--- src/rtl/uvn_pkg.sv ---
// Shared constants, beat types and the per-bit quotient step of the vector normaliser.
`default_nettype none
package uvn_pkg;

    localparam int CW = 16;
    localparam int FRAC_BITS = 14;
    localparam int UW = FRAC_BITS + 2;
    localparam int QW = FRAC_BITS + 1;
    localparam int SW = 2 * CW;
    localparam int DW = 2 * CW + 2 * FRAC_BITS + 4;
    localparam int BW = $clog2(FRAC_BITS + 1);
    localparam int NBITS = FRAC_BITS + 1;

    typedef struct packed {
        logic signed [CW-1:0] x_in;
        logic signed [CW-1:0] y_in;
    } in_t;

    typedef struct packed {
        logic signed [UW-1:0] x_unit;
        logic signed [UW-1:0] y_unit;
        logic                 ok;
    } out_t;

    // d: 4*a^2*2^(2F) - (2q-1)^2*s, p: (2q-1)*s
    typedef struct packed {
        logic                 neg;
        logic [QW-1:0]        q;
        logic signed [DW-1:0] d;
        logic signed [DW-1:0] p;
    } lane_t;

    typedef struct packed {
        logic [SW-1:0] s;
        lane_t         x;
        lane_t         y;
    } work_t;

    function automatic lane_t lane_step(lane_t l, logic [SW-1:0] s, logic [BW-1:0] bidx);
        logic signed [DW-1:0] sx;
        logic signed [DW-1:0] t;
        lane_t                r;
        sx = $signed({{(DW-SW){1'b0}}, s});
        t  = (l.p <<< ({1'b0, bidx} + 2'd2)) + (sx <<< ({bidx, 1'b0} + 2'd2));
        r  = l;
        if (l.d >= t)
        begin
            r.d = l.d - t;
            r.p = l.p + (sx <<< ({1'b0, bidx} + 2'd1));
            r.q = l.q | (QW'(1) << bidx);
        end
        return r;
    endfunction

endpackage
`default_nettype wire

--- src/rtl/uvn_iter.sv ---
// One restoring step: decides one quotient bit of both components.
`default_nettype none
module uvn_iter (
    input  wire logic               clk,
    input  wire logic               rst_n,
    input  wire logic [uvn_pkg::BW-1:0] bidx,
    input  wire logic               in_vld,
    output logic                    in_rdy,
    input  uvn_pkg::work_t          in_data,
    output logic                    out_vld,
    input  wire logic               out_rdy,
    output uvn_pkg::work_t          out_data
);

    logic           vld_reg;
    uvn_pkg::work_t data_reg;
    uvn_pkg::work_t data_next;

    assign in_rdy = !vld_reg || out_rdy;

    always_comb
    begin
        data_next   = in_data;
        data_next.x = uvn_pkg::lane_step(in_data.x, in_data.s, bidx);
        data_next.y = uvn_pkg::lane_step(in_data.y, in_data.s, bidx);
    end

    always_ff @(posedge clk or negedge rst_n)
    begin
        if (!rst_n)
        begin
            vld_reg <= 1'b0;
        end
        else if (in_rdy)
        begin
            vld_reg <= in_vld;
        end
    end

    always_ff @(posedge clk)
    begin
        if (in_vld && in_rdy)
        begin
            data_reg <= data_next;
        end
    end

    assign out_vld  = vld_reg;
    assign out_data = data_reg;

endmodule
`default_nettype wire

--- config.mk ---
export PLATFORM = sky130hd
export DESIGN_NAME = uvn_iter
export DESIGN_NICKNAME = d
export VERILOG_FILES = /design/src/rtl/uvn_pkg.sv /design/src/rtl/uvn_iter.sv
export SDC_FILE = /design/constraint.sdc
export NUM_CORES = 2
export LEC_CHECK = 0
export ABC_AREA = 1
export BUFFER_PORTS_ARGS = -buffer_cell sky130_fd_sc_hd__buf_2
export CORE_UTILIZATION = 35
export CTS_CLUSTER_SIZE = 20
export DETAILED_ROUTE_END_ITERATION = 12
export SYNTH_ARGS = -nofsm -noshare
export SYNTH_HDL_FRONTEND = slang
export SYNTH_SLANG_ARGS = --single-unit
--- constraint.sdc ---
create_clock -name clk -period 29.6 [get_ports clk]
set_clock_uncertainty 0.1 [all_clocks]
set_input_delay 2.96 -clock clk [delete_from_list [all_inputs] [get_ports clk]]
set_output_delay 2.96 -clock clk [all_outputs]
set_load 0.05 [all_outputs]
# [Word level (Yosys, flattened, before mapping)]
# Index checks and enable logic that the tools add are counted.
# W data, S select, Z words.
[word_totals] rom_bits=0 input_bits=328 wordCells=33 memories=0 ramBits=0 latch_bits=0 ff_bits=321
[op_classes] muxes=2 order_cmp=2 multipliers=0 n_reduce_logical=3 n_addsub=9 shifts=5 div_mod_pow=0 n_bitwise=2 n_eq_ne=0
[ops] operator="$mux W143" n=2
[ops] operator="$add A64 B64 Y64" n=4
[ops] operator="$ge A64 B64 Y1" n=2
[ops] operator="$sshl A33 B5 Y64" n=2
[ops] operator="$sshl A64 B5 Y64" n=2
[ops] operator="$sub A64 B64 Y64" n=2
[ops] operator="$or A15 B15 Y15" n=2
[ops] operator="$shl A1 B4 Y15 const A" n=1
[ops] operator="$add A4 B1 Y5 const B" n=1
[ops] operator="$add A4 B2 Y5 const B" n=1
[ops] operator="$add A5 B2 Y5 const B" n=1
[ops] operator="$logic_and A1 B1 Y1" n=1
[ops] operator="$logic_not A1 Y1" n=1
[ops] operator="$logic_or A1 B1 Y1" n=1

# [Depth between registers and ports, before layout]
[logic_depth] word_depth=5 depth_mapped=50

# [Least setup slack after synthesis]
# No wires, ideal clock.
[synth_timing] path_kind="input to register" from="input port in_vld" to="register data_reg, in the netlist out_data[0], enable pin" n_path_buf=0 t_arrival_ps=18334 stages=2 setup_slack_ps=10060 path_cell_list="inv_1 -> a21oi_1"
[synth_via] elab_chain_len=1
[synth_rtl] element="start: declaration" line_no="uvn_iter.sv:7" text="input wire logic in_vld,"
[synth_rtl] element="$logic_and A1 B1 Y1" line_no="uvn_iter.sv:42" text="if (in_vld && in_rdy)"
[synth_rtl] element="end signal: assignment" line_no="uvn_iter.sv:44" text="data_reg <= data_next;"
[synth_rtl] element="end: declaration" line_no="uvn_iter.sv:16" text="uvn_pkg::work_t data_reg;"
# No other way between the ends.
# A chain may end at the register's enable or synchronous reset.

==> run metrics <==
CTS root buf clkbuf_16; Core ar. 139,000 um2; FF/Latch Area 9630 um2; HP Start out_vld$_DFFE_PN0N_; H-tree depth 2; Crit Reg-Reg Startpoint out_vld$_DFFE_PN0N_; P&R area growth vs syn 12.7%; Hold Path Stages 2; port bufs 649; CP Max Fanout 77; chip height 377 um; nets@finish 9,199; WL per Instance 25.0 um; WL final 260,000 um; RSZ-0062 raised after global routing false; grt met2 use 0.596; R2R cell count 4; Final period util 0.424; Setup TNS 0 ns; Starting Density 0.353; Hold Fails Final Rpt 0; Critical Path Slowest Stage Cell nor2_1; Critical Path AT 12.82 ns; TritonCTS clock tree built; post-CTS setup buffers 0; Cell Area, Synth 49,100 um2; Setup CP Type in2reg; initial antenna violation count 15; Hold/Removal Path Class reg2reg; first-pass GRT wire length 369,000 um; fmax 0.0796 GHz; Final Cell Area 55,400 um2; CTS Buffer Depth 3; sequential-to-total area share from yosys stat 0.196; Clock Sinks 321; critical path endpoint category flip-flop; Synth top area share 0.196; initial DRC count 5,727; die width 377 um; multi-input gate area in the final layout 34,700 um2; CTS Buf Count 42; leakage power 26.1 nW; VDD IR max 0.0000521 V; synth unique cells 67; mean number of vias per cell 5.53; Slew HR 0.204; met3 usage 0.0429; Area contributors post-synth edfxtp_1, nand2_1, ha_1, o21ai_0, inv_1; GRT Total Usage 0.353; WP data required 29.86 ns; most used flip-flop cell after synthesis edfxtp_1; Clock Latency Late Sink 0.64 ns; antenna-violating nets left 0; row count 137; slowest stage delay, CP 0.71 ns; register bit total from synthesis 321; Post-synth EDFFs 320; PwrDens 80.9 nW/um2; vias in the first global route 54,500; status finished, final reports clean; reg2reg end out_data[194]$_DFFE_PP_; IO Pins 650; Synth area leader edfxtp_1; largest net degree at the start of global routing 144; average size of a mapped cell 6.14 um2; GRT met1 Usage 0.450; grt ovf 0; Final setup viols 0; gr busiest metal met2; overall via count from detail_route 57,600; crit start category input port; Post-CTS Resized 0; ys async rst share 0.00312; Slew @ Worst Pin 1.16 ns; share of cells above drive strength 1 0.104; Mapped Cells 8,005; Final GP Congestion 1.06; Area after DPL 54,000 um2; hold_buf cts 0; Hold Path End out_vld$_DFFE_PN0N_; YS warnings 0; Worst-path clk slew 0.06 ns; hpwl dp 225,000 um; Reg2Reg Setup Slack 26.33 ns; DRC viols 0; drt first pass iters 6; Die ar. 142,000 um2; Syn Nets 8,710; total of max-cap violations 0; Crit path top cell by count nand2_1; filler instances 15,500; Final Slew Violations 0; crit path time final 12.56 ns
## layout by cell type (no fill, tap or decap), drive strengths merged, types with 73 or more instances in the layout
cell,instances
nor3,107
nor2,907
buf,699
ha,371
edfxtp,320
a21o,79
xnor2,142
o21ai,905
nand2,2117
nand3,491
a21oi,620
xor2,155
inv,954
a31oi,122
nand4,73
mux2i,110
## critical path: cells and delay by family
| kind | cells | cell delay [ns] |
|---|---|---|
| XOR/XNOR | 1 | 0.17 |
| buffers and inverters | 7 | 2.89 |
| adder cells (fa/ha/maj) | 4 | 1.50 |
| AND/OR/NAND/NOR | 13 | 2.76 |
| AO/OA/AOI/OAI | 7 | 2.31 |
## cells by family after synthesis
group,synth area share
AOI/OAI and AO/OA,0.214
xor gates and xnor gates,0.0531
adders and majority gates,0.0969
buffers and inverters,0.0986
DFF,0.196
muxes,0.0224
and+or+nand+nor,0.319
## stage by stage
step,util,power (mW),worst slack (ns),instances,hold WS (ns)
2_1_floorplan,-,2.89,10.06,8005,1.03
6_report,0.397,4.48,17.04,10400,0.482
3_5_place_dp,0.387,3.89,16.50,10300,0.465
4_1_cts,0.397,4.44,17.19,10400,0.481
5_1_grt,0.397,4.77,16.46,10400,0.523
3_3_place_gp,0.387,3.90,16.57,10300,0.456
## Yosys cell counts, types with 26 or more instances
| library cell | number |
|---|---|
| nand4_1 | 72 |
| a21oi_1 | 613 |
| ha_1 | 371 |
| buf_2 | 81 |
| edfxtp_1 | 320 |
| mux2i_1 | 110 |
| buf_4 | 26 |
| xor2_1 | 154 |
| o21bai_1 | 42 |
| o211ai_1 | 27 |
| buf_1 | 30 |
| nor3_1 | 105 |
| o21ai_1 | 92 |
| xnor2_1 | 142 |
| nand2_1 | 2079 |
| clkbuf_1 | 100 |
| o21a_1 | 48 |
| o21ai_0 | 810 |
| nand3b_1 | 36 |
| nor2_1 | 891 |
| inv_1 | 938 |
| a31oi_1 | 122 |
| a21o_1 | 79 |
| nand2_2 | 36 |
| nand3_1 | 470 |
## power by group
part / internal [mW] / switching (mW) / leakage, nW / total, mW
sequential: 0.667 / 0.0302 / 3.07 / 0.697
combinational: 0.894 / 2.35 / 22.4 / 3.25
clock: 0.309 / 0.225 / 0.669 / 0.533
total: 1.87 / 2.61 / 26.1 / 4.48
## layer usage
metal,part of all wire,up-vias,wire [um]
met5,0.00037,-,96
met4,0.047,14,12200
met3,0.062,373,16100
met2,0.47,2262,122000
met1,0.42,27100,110000
li1,-,27900,-
## worst max-delay path by stage
stage	startpoint	to	slack (ns)	depth (start not counted)
detailed placement	bidx[1]	out_data[18]$_DFFE_PP_	16.50	32
floorplan	in_vld	out_data[0]$_DFFE_PP_	10.06	2
global placement	bidx[1]	out_data[19]$_DFFE_PP_	16.57	32
CTS	bidx[1]	out_data[18]$_DFFE_PP_	17.19	32
global route	bidx[0]	out_data[220]$_DFFE_PP_	16.46	33
finish	bidx[1]	out_data[18]$_DFFE_PP_	17.04	32
## state kept, by name, summed over array words and instances, names as in the netlist
name	flops
out_vld	1
out_data	320
## area by class of cell
| type | count | area share |
|---|---|---|
| tap | 1876 | 0.0424 |
| multi-input combinational | 6471 | 0.627 |
| sequential | 321 | 0.174 |
| timing repair buffer | 699 | 0.0658 |
| inverter | 959 | 0.0651 |
| antenna | 10 | 0.000452 |
| clock inverter | 27 | 0.00518 |
| clock buffer | 48 | 0.0198 |
No activity file was read; power rests on OpenSTA's default activity.
