[src/rtl/uvn_pkg.sv]
// Shared constants, beat types and the per-bit quotient step of the vector normaliser.
`default_nettype none
package uvn_pkg;

    localparam int CW = 16;
    localparam int FRAC_BITS = 14;
    localparam int UW = FRAC_BITS + 2;
    localparam int QW = FRAC_BITS + 1;
    localparam int SW = 2 * CW;
    localparam int DW = 2 * CW + 2 * FRAC_BITS + 4;
    localparam int BW = $clog2(FRAC_BITS + 1);
    localparam int NBITS = FRAC_BITS + 1;

    typedef struct packed {
        logic signed [CW-1:0] x_in;
        logic signed [CW-1:0] y_in;
    } in_t;

    typedef struct packed {
        logic signed [UW-1:0] x_unit;
        logic signed [UW-1:0] y_unit;
        logic                 ok;
    } out_t;

    // d: 4*a^2*2^(2F) - (2q-1)^2*s, p: (2q-1)*s
    typedef struct packed {
        logic                 neg;
        logic [QW-1:0]        q;
        logic signed [DW-1:0] d;
        logic signed [DW-1:0] p;
    } lane_t;

    typedef struct packed {
        logic [SW-1:0] s;
        lane_t         x;
        lane_t         y;
    } work_t;

    function automatic lane_t lane_step(lane_t l, logic [SW-1:0] s, logic [BW-1:0] bidx);
        logic signed [DW-1:0] sx;
        logic signed [DW-1:0] t;
        lane_t                r;
        sx = $signed({{(DW-SW){1'b0}}, s});
        t  = (l.p <<< ({1'b0, bidx} + 2'd2)) + (sx <<< ({bidx, 1'b0} + 2'd2));
        r  = l;
        if (l.d >= t)
        begin
            r.d = l.d - t;
            r.p = l.p + (sx <<< ({1'b0, bidx} + 2'd1));
            r.q = l.q | (QW'(1) << bidx);
        end
        return r;
    endfunction

endpackage
`default_nettype wire

[src/rtl/uvn_finish.sv]
// Output stage: applies signs, clears the zero vector, holds the result beat.
`default_nettype none
module uvn_finish (
    input  wire logic      clk,
    input  wire logic      rst_n,
    input  wire logic      in_vld,
    output logic           in_rdy,
    input  uvn_pkg::work_t in_data,
    output logic           out_vld,
    input  wire logic      out_rdy,
    output uvn_pkg::out_t  out_data
);

    logic                   vld_reg;
    uvn_pkg::out_t          res_reg;
    uvn_pkg::out_t          res_next;
    logic [uvn_pkg::UW-1:0] xm;
    logic [uvn_pkg::UW-1:0] ym;
    logic                   nz;

    assign in_rdy = !vld_reg || out_rdy;
    assign xm = uvn_pkg::UW'(in_data.x.q);
    assign ym = uvn_pkg::UW'(in_data.y.q);
    assign nz = (in_data.s != '0);

    always_comb
    begin
        res_next.x_unit = '0;
        res_next.y_unit = '0;
        res_next.ok     = nz;
        if (nz)
        begin
            res_next.x_unit = $signed(in_data.x.neg ? (~xm + 1'b1) : xm);
            res_next.y_unit = $signed(in_data.y.neg ? (~ym + 1'b1) : ym);
        end
    end

    always_ff @(posedge clk or negedge rst_n)
    begin
        if (!rst_n)
        begin
            vld_reg <= 1'b0;
        end
        else if (in_rdy)
        begin
            vld_reg <= in_vld;
        end
    end

    always_ff @(posedge clk)
    begin
        if (in_vld && in_rdy)
        begin
            res_reg <= res_next;
        end
    end

    assign out_vld  = vld_reg;
    assign out_data = res_reg;

endmodule
`default_nettype wire

[config.mk]
export PLATFORM = sky130hd
export DESIGN_NAME = uvn_finish
export DESIGN_NICKNAME = d
export VERILOG_FILES = /design/src/rtl/uvn_pkg.sv /design/src/rtl/uvn_finish.sv
export SDC_FILE = /design/constraint.sdc
export NUM_CORES = 1
export LEC_CHECK = 0
export BUFFER_PORTS_ARGS = -buffer_cell sky130_fd_sc_hd__buf_2
export CORE_AREA = 2 2 138 140
export DETAILED_ROUTE_END_ITERATION = 7
export DIE_AREA = 0 0 140 142
export PLACE_DENSITY_LB_ADDON = 0.1
export SLEW_MARGIN = 20
export SYNTH_ARGS = -nofsm -noshare
export SYNTH_HDL_FRONTEND = slang
export SYNTH_SLANG_ARGS = --single-unit
[constraint.sdc]
create_clock -name clk -period 1.77 [get_ports clk]
set_input_delay 0.0885 -clock clk [delete_from_list [all_inputs] [get_ports clk]]
set_output_delay 0.0885 -clock clk [all_outputs]
set_load 0.01 [all_outputs]
## After elaboration in Yosys (flattened, before gate mapping)

Cells that the tools add are included.

| storage, ports and cells | value |
|---|---|
| register bits | 34 |
| memory bits (read-only) | 0 |
| memories | 0 |
| bits in writable memories | 0 |
| logic and storage cells | 18 |
| latch bits | 0 |

| operators by class | value |
|---|---|
| multiplexer cells | 2 |
| multiply operators | 0 |
| add/subtract/negate cells | 2 |
| bitwise gates (word level) | 2 |
| order comparisons | 0 |
| reduce and logical (&&, ||, !) cells | 6 |
| eq/ne operators | 0 |
| shift operators | 0 |
| divide/modulo/power cells | 0 |

Operator list:

| kind | count |
|---|---|
| adder 16 x 1 -> 16 bit (second input constant) | 2 |
| inverter 15 -> 16 bit | 2 |
| nonzero test 32 bit | 1 |
| 2-to-1 mux 15 bit | 2 |
| AND reduction 2 bit | 2 |
| logical AND 1 bit | 1 |
| logical NOT 1 bit | 1 |
| logical OR 1 bit | 1 |

## Depth between registers and ports, before layout

| depth | value |
|---|---|
| word-level depth | 3 |
| depth in mapped cells | 7 |
| depth with buffers taken out | 6 |

## Worst setup path before layout

OpenSTA, ideal clock, no wires.

| path | value |
|---|---|
| kind | register -> register |
| from | register vld_reg (netlist: out_vld) |
| to | register res_reg (netlist bit out_data[0]), enable pin |
| cell stages (with the launch flop) | 3 |
| required time | 1.377 ns |
| path slack | -0.033 ns |
| arrival time | 1.410 ns |
| period minus slack after synthesis | 1.803 ns |
| buffers on the path | 0 |
| path through | dfrtp_1 > nand2b_1 > and2_1 |

| on the way | value |
|---|---|
| word-level cells in the longest chain between the ends | 3 |

RTL lines:

| item | RTL line | source |
|---|---|---|
| start: declaration | uvn_finish.sv:14 | `logic vld_reg;` |
| start signal: assignment | uvn_finish.sv:46 | `vld_reg <= in_vld;` |
| logical NOT 1 bit | uvn_finish.sv:21 | `assign in_rdy = !vld_reg \|\| out_rdy;` |
| logical OR 1 bit | uvn_finish.sv:21 |  |
| named net in_rdy | uvn_finish.sv:7 | `output logic in_rdy,` |
| logical AND 1 bit | uvn_finish.sv:52 | `if (in_vld && in_rdy)` |
| end signal: assignment | uvn_finish.sv:54 | `res_reg <= res_next;` |
| end: declaration | uvn_finish.sv:15 | `uvn_pkg::out_t res_reg;` |

The timed path passes the listed nets, and every way through them passes these cells.
A chain may end at the register's enable or synchronous reset.

## Final worst setup path

| path | value |
|---|---|
| from | input in_data[277] (netlist bit) |
| to | register res_reg (netlist bit out_data[29]), data pin |

| on the way | value |
|---|---|
| word-level cells in the longest chain between the ends | 3 |

RTL lines:

| item | RTL line | source |
|---|---|---|
| start: declaration | uvn_finish.sv:8 | `input uvn_pkg::work_t in_data,` |
| inverter 15 -> 16 bit | uvn_finish.sv:33 | `res_next.x_unit = $signed(in_data.x.neg ? (~xm + 1'b1) : xm);` |
| adder 16 x 1 -> 16 bit | uvn_finish.sv:33 |  |
| 2-to-1 mux 15 bit | uvn_finish.sv:33 |  |

Every way passes these cells.

==> flow_summary.toml <==
[placement]
gp_routability_congestion = 0.719
dp.final_hpwl_um = 5660
io_buffer_count = 102

[critical_path]
critical_path_fanout_max = 10
worst_setup_path_class = "primary input to flip-flop"
endpoint_kind = "flip-flop"
start_kind = "primary input"
ff2ff_setup_slack_ns = 0.57
regToRegStartpoint = "out_vld$_DFFE_PN0N_"
worst_r2r_path_depth = 3
critical_path_arrival_ns = 1.55
critical_path_required_ns = 1.82
critical_path.reg2reg.endpoint = "out_data[11]$_SDFFCE_PN0P_"

[yosys]
syn_inst = 172
number_of_enable_type_register_cells_in_the_synthesized_netlist = 33
most_used_dff_post_synth = "edfxtp_1"
synth_cell_types = 31
synthesis.nets = 498
post_synth_instance_area_um2 = 1930
most_frequent_cells_after_synthesis = "edfxtp_1, nor2_1, xor2_1"
synth_most_common_cell = "edfxtp_1"
synth_top_area_share_pct = 51.2
synth.top_cells.by_area = "edfxtp_1, xor2_1, nor2_1"
postSynth.asyncResetShare_pct = 2.94
synth_warnings = 0
cell_type_contributing_the_most_total_cell_area_after_synthesis = "edfxtp_1"
synth-seq-area-share_pct = 52.5
avg_cell_area_syn_um2 = 11.2
flip_flop_and_latch_count_after_synthesis = 34

[status]
run_status = "finished, violations left"
violations_in_the_final_reports = "DRC"

[pwr]
design_power_total_mw = 2.31
power.ir.vdd_worst_mv = 0.261
power_density_nw_per_um2 = 760
leakagePower_nw = 1.24

[route]
route.final.wire_length_um = 7380
detail-route-antenna-nets = 0
drtIter0Drc = 75
route.detailed.drc = 1
avgRoutedWirePerCell_um = 14.0
drt_pass1_iterations = 6
post_drt_via_cell_ratio = 3.40
dr_total_vias = 1793

[sta]
final-setup-viol-count = 0
report.final.hold_viol_count = 0
timing.final.crit_share_pct = 84.8
fin_hold_ws_ns = 0.0961
worst_clock_skew_ns = 0.00245
rsz0062_at_grt = "false"
maxClockFrequency_ghz = 0.666
fin_setup_tns_ns = 0
timing.max_slew.rel_slack_pct = 74.4
worst_slew_pin_slew_ns = 0.379
fin_crit_period_ns = 1.50
maxSlewViolCount = 0

[cts]
cts-htree-levels = 2
cts_tree = "yes"
cts.path.max_buffers = 2
clk_transition_reported_paths_ns = 0.06
clock_insertion_delay_worst_skew_ns = 0.29
cts_root_buffer = "clkbuf_16"
cts_resized = 0
cts.sink_count = 34
cts_buffers = 5

[layout]
seq_area_um2 = 1020
final_core_util_pct = 16.5
insertedDiodeCount = 0
multiInputGateArea_um2 = 855
area_delta_synth_final_pct = 57.1
finish.net_count = 619
fillers = 2080
layout-drive-gt1-share_pct = 48.6

[global_route]
first_global_vias = 1881
first_pass_grt_wire_length_um = 11000
number_of_antenna_violations_at_the_first_check_in_global_routing = 0
gr-total-overflow = 0
grt_start_max_net_pins = 34
track_usage_pct = 7.52

[flow_run]
timing.max_cap.violations = 0

[die]
die_h_um = 142
boundaryPins = 359
placeableCoreArea_um2 = 18500
dieArea_um2 = 19900
initial_core_util_pct = 10.5
rows = 50
die_width_um = 140

[hold_path]
min_delay_worst_endpoint = "out_vld$_DFFE_PN0N_"
worstHoldPathCells = 3
hold_class = "primary input to flip-flop"
worst_hold_startpoint = "out_rdy"
## where the power goes
group / leakage (nW) / internal [mW] / switching (mW) / total [mW]
Combinational: 0.839 / 0.188 / 0.226 / 0.414
Clock: 0.0739 / 0.559 / 0.363 / 0.922
Sequential: 0.323 / 0.959 / 0.0140 / 0.973
Total: 1.24 / 1.71 / 0.603 / 2.31
## worst max path at each step
stage                                       to  cells past startpoint         start  slack [ns]
floorplan           out_data[15]$_SDFFCE_PN0P_                      7  in_data[128]        0.12
global placement    out_data[29]$_SDFFCE_PN0P_                      6  in_data[277]       -0.07
detailed placement  out_data[15]$_SDFFCE_PN0P_                      7  in_data[128]       -0.05
CTS                 out_data[29]$_SDFFCE_PN0P_                      6  in_data[277]        0.26
global route        out_data[11]$_SDFFCE_PN0P_                      7  in_data[128]        0.19
finish              out_data[29]$_SDFFCE_PN0P_                      6  in_data[277]        0.27
## cell type report
class,count,area share [%]
inverters,6,0.741
flip-flops and latches,34,33.4
multi-input cells,122,28.1
well taps,234,9.63
clock inverters,1,0.165
repair buffers,124,23.2
clock buffers,7,4.69
## critical path, stage by stage
cell     delay (ns)
buf_2          0.11
or4_1          0.54
buf_4          0.20
o41ai_2        0.35
xor2_1         0.20
nor2_1         0.05
## kinds of logic (layout without fill, tap and decap cells)
group	count (synthesis)	after routing	share of synthesized area, %
flip-flops	34	34	52.5
adder cells (fa/ha/maj)	2	2	1.29
buffers and inverters	16	138	3.49
multiplexers	2	2	1.03
AND/OR/NAND/NOR	67	67	18.2
AO/OA/AOI/OAI	26	26	12.2
XOR/XNOR	25	25	11.3
## timing repair
action / 4_1_cts / 5_1_grt
hold buffers: 2 / 0
hold endpoints to repair: 2 / 0
buffers inserted: 0 / 0
## cell usage in the layout (no fill, tap or decap), drive strengths merged, types with 2 or more instances in the layout
cell type    synthesis  routed
dlygate4sd3          0       2
o21ai                5       5
o41ai                8       8
clkbuf               8       7
mux2i                2       2
nand2                2       2
xnor2                2       2
nor2                31      31
nor2b                2       2
ha                   2       2
nand2b               3       3
a21oi                2       2
buf                  2     122
or2                  3       3
nand4                2       2
inv                  6       6
nor4                 9       9
xor2                23      23
or3                  7       7
o31ai                9       9
or4                  4       4
edfxtp              33      33
## sequential cells by signal, indices dropped and copies added (netlist names)
signal / cells
out_vld: 1
out_data: 33
## routing by layer
metal / track usage, % / wire length [um] / vias to the layer above
li1: - / - / 873
met1: 8.66 / 3160 / 848
met2: 11.7 / 3320 / 67
met3: 4.21 / 775 / 5
met4: 2.87 / 127 / 0
met5: 0 / 0 / -
## metrics by stage
stage | cell area, um2 | setup WS, ns | std cells
floorplan | 1940 | 0.118 | 172
global placement | 2870 | -0.0737 | 518
detailed placement | 2870 | -0.0471 | 518
CTS | 3040 | 0.260 | 528
global route | 3040 | 0.191 | 528
finish | 3040 | 0.269 | 528
(Power assumes the default switching activity.)
