$ cat config.mk
export PLATFORM = sky130hd
export DESIGN_NAME = uvn_prep
export DESIGN_NICKNAME = d
export VERILOG_FILES = /design/src/rtl/uvn_pkg.sv /design/src/rtl/uvn_prep.sv
export SDC_FILE = /design/constraint.sdc
export NUM_CORES = 1
export LEC_CHECK = 0
export ABC_AREA = 1
export BUFFER_PORTS_ARGS = -buffer_cell sky130_fd_sc_hd__buf_4
export CELL_PAD_IN_SITES_DETAIL_PLACEMENT = 1
export CELL_PAD_IN_SITES_GLOBAL_PLACEMENT = 1
export CORE_UTILIZATION = 40
export CTS_CLUSTER_DIAMETER = 40
export DETAILED_ROUTE_END_ITERATION = 8
export PLACE_DENSITY = 0.72
export SYNTH_ARGS = -nofsm -noshare
export SYNTH_HDL_FRONTEND = slang
export SYNTH_SLANG_ARGS = --single-unit
$ cat constraint.sdc
create_clock -name clk -period 9.4 [get_ports clk]
set_input_delay 1.88 -clock clk [delete_from_list [all_inputs] [get_ports clk]]
set_output_delay 1.88 -clock clk [all_outputs]
set_load 0.005 [all_outputs]
$ cat src/rtl/uvn_pkg.sv
// Shared constants, beat types and the per-bit quotient step of the vector normaliser.
`default_nettype none
package uvn_pkg;

    localparam int CW = 16;
    localparam int FRAC_BITS = 14;
    localparam int UW = FRAC_BITS + 2;
    localparam int QW = FRAC_BITS + 1;
    localparam int SW = 2 * CW;
    localparam int DW = 2 * CW + 2 * FRAC_BITS + 4;
    localparam int BW = $clog2(FRAC_BITS + 1);
    localparam int NBITS = FRAC_BITS + 1;

    typedef struct packed {
        logic signed [CW-1:0] x_in;
        logic signed [CW-1:0] y_in;
    } in_t;

    typedef struct packed {
        logic signed [UW-1:0] x_unit;
        logic signed [UW-1:0] y_unit;
        logic                 ok;
    } out_t;

    // d: 4*a^2*2^(2F) - (2q-1)^2*s, p: (2q-1)*s
    typedef struct packed {
        logic                 neg;
        logic [QW-1:0]        q;
        logic signed [DW-1:0] d;
        logic signed [DW-1:0] p;
    } lane_t;

    typedef struct packed {
        logic [SW-1:0] s;
        lane_t         x;
        lane_t         y;
    } work_t;

    function automatic lane_t lane_step(lane_t l, logic [SW-1:0] s, logic [BW-1:0] bidx);
        logic signed [DW-1:0] sx;
        logic signed [DW-1:0] t;
        lane_t                r;
        sx = $signed({{(DW-SW){1'b0}}, s});
        t  = (l.p <<< ({1'b0, bidx} + 2'd2)) + (sx <<< ({bidx, 1'b0} + 2'd2));
        r  = l;
        if (l.d >= t)
        begin
            r.d = l.d - t;
            r.p = l.p + (sx <<< ({1'b0, bidx} + 2'd1));
            r.q = l.q | (QW'(1) << bidx);
        end
        return r;
    endfunction

endpackage
`default_nettype wire

$ cat src/rtl/uvn_prep.sv
// Front end: magnitudes and squares, then sum of squares and initial remainders.
`default_nettype none
module uvn_prep (
    input  wire logic          clk,
    input  wire logic          rst_n,
    input  wire logic          in_vld,
    output logic               in_rdy,
    input  uvn_pkg::in_t       in_data,
    output logic               out_vld,
    input  wire logic          out_rdy,
    output uvn_pkg::work_t     out_data
);

    logic                      v1_reg;
    logic [uvn_pkg::SW-1:0]    ax2_reg;
    logic [uvn_pkg::SW-1:0]    ay2_reg;
    logic                      nx_reg;
    logic                      ny_reg;
    logic                      rdy1;
    logic                      v2_reg;
    uvn_pkg::work_t            w_reg;
    uvn_pkg::work_t            w_next;
    logic [uvn_pkg::CW-1:0]    ax;
    logic [uvn_pkg::CW-1:0]    ay;
    logic [uvn_pkg::SW-1:0]    s;

    assign ax = in_data.x_in[uvn_pkg::CW-1] ? (~in_data.x_in + 1'b1) : in_data.x_in;
    assign ay = in_data.y_in[uvn_pkg::CW-1] ? (~in_data.y_in + 1'b1) : in_data.y_in;

    assign rdy1   = !v2_reg || out_rdy;
    assign in_rdy = !v1_reg || rdy1;

    always_ff @(posedge clk or negedge rst_n)
    begin
        if (!rst_n)
        begin
            v1_reg <= 1'b0;
        end
        else if (in_rdy)
        begin
            v1_reg <= in_vld;
        end
    end

    always_ff @(posedge clk)
    begin
        if (in_vld && in_rdy)
        begin
            ax2_reg <= uvn_pkg::SW'(ax) * uvn_pkg::SW'(ax);
            ay2_reg <= uvn_pkg::SW'(ay) * uvn_pkg::SW'(ay);
            nx_reg  <= in_data.x_in[uvn_pkg::CW-1];
            ny_reg  <= in_data.y_in[uvn_pkg::CW-1];
        end
    end

    assign s = ax2_reg + ay2_reg;

    always_comb
    begin
        w_next.s     = s;
        w_next.x.neg = nx_reg;
        w_next.x.q   = '0;
        w_next.x.p   = -$signed({{(uvn_pkg::DW-uvn_pkg::SW){1'b0}}, s});
        w_next.x.d   = ($signed({{(uvn_pkg::DW-uvn_pkg::SW){1'b0}}, ax2_reg})
                        <<< (2 * uvn_pkg::FRAC_BITS + 2)) + w_next.x.p;
        w_next.y.neg = ny_reg;
        w_next.y.q   = '0;
        w_next.y.p   = w_next.x.p;
        w_next.y.d   = ($signed({{(uvn_pkg::DW-uvn_pkg::SW){1'b0}}, ay2_reg})
                        <<< (2 * uvn_pkg::FRAC_BITS + 2)) + w_next.x.p;
    end

    always_ff @(posedge clk or negedge rst_n)
    begin
        if (!rst_n)
        begin
            v2_reg <= 1'b0;
        end
        else if (rdy1)
        begin
            v2_reg <= v1_reg;
        end
    end

    always_ff @(posedge clk)
    begin
        if (v1_reg && rdy1)
        begin
            w_reg <= w_next;
        end
    end

    assign out_vld  = v2_reg;
    assign out_data = w_reg;

endmodule
`default_nettype wire

* Yosys cells after proc, flatten, opt, wreduce, memory -nomap -nowiden *
Index checks and enable logic that the tools add are counted.

word-level totals
  bits in registers = 294
  input bits = 36
  output and inout bits = 322
  word-level logic and storage cells = 30

cells by class
  add/sub/neg operators = 6
  $mul = 2
  muxes and demuxes = 2
  bitwise operators = 2
  reductions and logical operators = 6

operators by type and width
  kind                   number
  $add 63x64->64         2
  $mul 16x16->32         2
  $neg 32->64            1
  $add 16x1->16 const B  2
  $add 32x32->32         1
  $mux 16                2
  $not 16->16            2
  $logic_and 1x1->1      2
  $logic_not 1->1        2
  $logic_or 1x1->1       2

* Logic depth before layout (Yosys ltp) *
  depth in word-level cells = 4
  mapped depth = 37
  gate-level depth less buffers = 36

* Worst setup path after synthesis *
OpenSTA, ideal clock, no wires.

  path type = input to register
  start = in out_rdy
  end = reg w_reg (netlist bit out_data[100]), enable pin
  setup time = 0.742 ns
  arrival time = 9.794 ns
  required time = 8.658 ns
  setup slack = -1.135 ns
  cell stages on the path = 2
  path buffers = 0
  path through = inv_1 a21oi_1

between the ends
  cells in the longest elaborated chain, start to end = 2

RTL lines
  item                    line            text
  start: declaration      uvn_prep.sv:10  input wire logic out_rdy,
  $logic_or 1x1->1        uvn_prep.sv:30  assign rdy1 = !v2_reg || out_rdy;
  $logic_and 1x1->1       uvn_prep.sv:87  if (v1_reg && rdy1)
  end signal: assignment  uvn_prep.sv:89  w_reg <= w_next;
  end: declaration        uvn_prep.sv:21  uvn_pkg::work_t w_reg;

No other way between the ends.
A chain may end at the register's enable or synchronous reset.

* Worst setup path in the final report *
  start = in in_data[18] (netlist bit)
  end = reg ax2_reg[30] (netlist bit), data pin

between the ends
  cells in the longest elaborated chain, start to end = 4

RTL lines
  item                    line            text
  start: declaration      uvn_prep.sv:8   input uvn_pkg::in_t in_data,
  $not 16->16             uvn_prep.sv:27  assign ax = in_data.x_in[uvn_pkg::CW-1] ? (~in_data.x_in + 1'b1) : in_data.x_in;
  $add 16x1->16           uvn_prep.sv:27
  $mux 16 *               uvn_prep.sv:27
  $mul 16x16->32 *        uvn_prep.sv:49  ax2_reg <= uvn_pkg::SW'(ax) * uvn_pkg::SW'(ax);
  end signal: assignment  uvn_prep.sv:49
  end: declaration        uvn_prep.sv:15  logic [uvn_pkg::SW-1:0] ax2_reg;

Mark *: on every way between the ends. The rest lies on a longest branch, timed or not.

==> flow_metrics.py <==
metrics = {
    "status": {
        "status": "completed",
    },
    "route": {
        "avgRoutedWirePerCell_um": 19.6,
        "final_antenna_net_count": 0,
        "dr.pass1.iters": 5,
        "dr_total_vias": 23200,
        "via_per_inst": 5.01,
        "drt_iter0_drc": 948,
        "drc": 0,
        "routed_wirelength_um": 91100,
    },
    "cells_and_area": {
        "diodes": 0,
        "fin_area_um2": 33200,
        "layout-drive-gt1-share": 0.144,
        "largest_reg_flops": 164,
        "nNetsFinal": 4309,
        "areaGrowthSynthToFinish_pct": 12.9,
        "finish.utilization": 0.456,
        "fillers": 8647,
        "layout_common_cells": "inv_1 (692), nand2_1 (569), buf_4 (370)",
        "stdcell_count": 4635,
        "final_common_cell": "inv_1",
    },
    "sta": {
        "clock.fmax_mhz": 116,
        "max_slew_margin": 0.341,
        "fin_crit_sh": 0.920,
        "hold_viol": 0,
        "setup_violations": 0,
        "maxSlewViolCount": 0,
        "tightest_slew_ns": 0.986,
        "tns_ns": 0,
        "rsz0062_at_grt": "false",
        "skew_ns": 0.0122,
        "min_period_ns": 8.65,
    },
    "clocking": {
        "post_cts_buffers": 0,
        "cts_resized": 0,
        "cts_max_level": 1,
        "cts_hold_buf": 0,
        "cts_tree": "built",
        "clk_pin_slew_ns": 0.06,
        "cts_root_buf": "clkbuf_16",
        "insertion_delay_ns": 0.57,
        "cts-buffers-inserted": 29,
        "clock_path_buffers": 3,
        "cts.sinks": 230,
    },
    "worst_hold_path": {
        "worstHoldStart": "nx_reg$_DFFE_PP_",
        "hold_path_end": "out_data[287]$_DFFE_PP_",
        "holdCritPathClass": "flip-flop to flip-flop",
        "min_path_cells": 0,
    },
    "placement": {
        "dp_hpwl_um": 79100,
        "gp_congestion": 1.03,
        "dp.cells": 4583,
        "portBuffers": 327,
        "placed_area_um2": 32300,
    },
    "logic_synthesis": {
        "synth_ff_type": "edfxtp_1",
        "synth_area_per_cell_um2": 8.66,
        "ys_async_sr_fraction": 0.00870,
        "synth.ff_latch_count": 230,
        "synth_area_um2": 29400,
        "synthCells": 3394,
        "ys.warnings.count": 0,
        "ys_seq_area_frac": 0.235,
        "ys_types": 54,
        "synth_edf_count": 228,
    },
    "worst_setup_path": {
        "worstSetupPathType": "input port to flip-flop",
        "cpMostUsedCell": "inv_1",
        "crit_arrival_ns": 8.96,
        "worstSetupEndpointType": "flip-flop",
        "slowest_stage": "fa_1",
        "start_kind": "input port",
        "cp_max_fo": 6,
        "critPathMaxStageDelay_ns": 0.55,
        "r2r-end": "out_data[122]$_DFFE_PP_",
        "worst_ep_required_time_ns": 9.71,
        "r2r_cells": 28,
        "r2r-start": "ay2_reg[7]$_DFFE_PP_",
        "r2r_setup_slack_ns": 3.04,
    },
    "floorplan": {
        "initial_core_util": 0.404,
        "die_y_um": 273,
        "die_area_um2": 74600,
        "dieWidth_um": 273,
        "num_rows": 99,
        "placeableCoreArea_um2": 72800,
        "boundaryPins": 358,
    },
    "global_route": {
        "grt_max_degree": 147,
        "antenna_found_initial": 0,
        "grt.overflow.total": 0,
        "grt_use_total": 0.245,
        "grt_pass1_vias": 24900,
        "grt_pass1_wl_um": 141000,
    },
    "run": {
        "drv_cap": 0,
    },
}
area by class of cell:
type,count,area (µm²),area share
Tap cell,959,1200,0.0362
Sequential cell,230,6900,0.208
Multi-Input combinational cell,2301,18700,0.563
Clock inverter,23,180,0.00543
Timing Repair Buffer,371,2800,0.0843
Inverter,722,2710,0.0817
Clock buffer,29,726,0.0219
cell usage after synthesis, types with 6 or more instances:
cell type	n	area (µm²)
a21o_1	14	105
fa_1	330	6610
o211ai_1	6	45.0
nand3_2	6	60.1
nor2_1	276	1040
nand3b_1	7	52.6
o21ai_0	97	485
nor3_1	26	130
inv_2	22	82.6
a21boi_0	6	45.0
a31oi_1	8	50.1
nand3_1	88	440
o21bai_1	15	113
clkinv_1	7	26.3
buf_2	6	30.0
nand2_2	30	188
or2_2	13	81.3
nor4_1	13	81.3
xor2_1	111	972
ha_1	288	3600
nand2_1	569	2140
o21a_1	11	82.6
a21oi_1	175	876
edfxtp_1	228	6850
xnor2_1	44	385
nor2_2	12	75.1
nand4_1	51	319
inv_1	693	2600
clkbuf_1	26	97.6
buf_4	157	1180
or2_1	9	56.3
metrics by stage:
stage	hold slack, ns	setup slack [ns]
6_report	0.422	0.748
5_1_grt	0.428	0.188
4_1_cts	0.423	0.801
3_5_place_dp	0.410	0.194
3_3_place_gp	0.400	0.623
2_1_floorplan	0.400	0.706
critical path, delay by kind of cell:
family / cells / cell delay, ns
AOI/OAI and AO/OA: 2 / 0.44
and+or+nand+nor: 17 / 2.48
buffers and inverters: 8 / 0.63
xor gates and xnor gates: 1 / 0.12
adders and majority gates: 7 / 3.38
layer usage:
| metal | vias up | GRT usage | wire length (µm) |
|---|---|---|---|
| li1 | 11000 | - | - |
| met3 | 115 | 0.0226 | 3620 |
| met5 | - | 0 | 0 |
| met4 | 0 | 0.0798 | 3230 |
| met2 | 532 | 0.445 | 46100 |
| met1 | 11600 | 0.303 | 38100 |
cells by family (layout without fill, tap and decap cells):
family | after synthesis | in the layout | share of synthesized area
simple gates | 1119 | 1119 | 0.166
xor+xnor | 157 | 157 | 0.0473
flops | 230 | 230 | 0.235
fa+ha+maj | 618 | 618 | 0.347
buf+inv | 913 | 1145 | 0.137
other cells | 2 | 52 | 0.000255
compound gates | 355 | 355 | 0.0674
how the worst max path moves through the flow:
stage,from,to,slack (ns),depth (start not counted)
floorplan,in_data[16],ax2_reg[30]$_DFFE_PP_,0.71,33
CTS,in_data[18],ax2_reg[30]$_DFFE_PP_,0.80,35
global route,in_data[18],ax2_reg[30]$_DFFE_PP_,0.19,35
finish,in_data[18],ax2_reg[30]$_DFFE_PP_,0.75,35
detailed placement,in_data[18],ax2_reg[30]$_DFFE_PP_,0.19,35
global placement,in_data[18],ax2_reg[30]$_DFFE_PP_,0.62,35
Power is not shown: default switching activity piles up to over one toggle a cycle in this logic, so the estimate is an artifact.
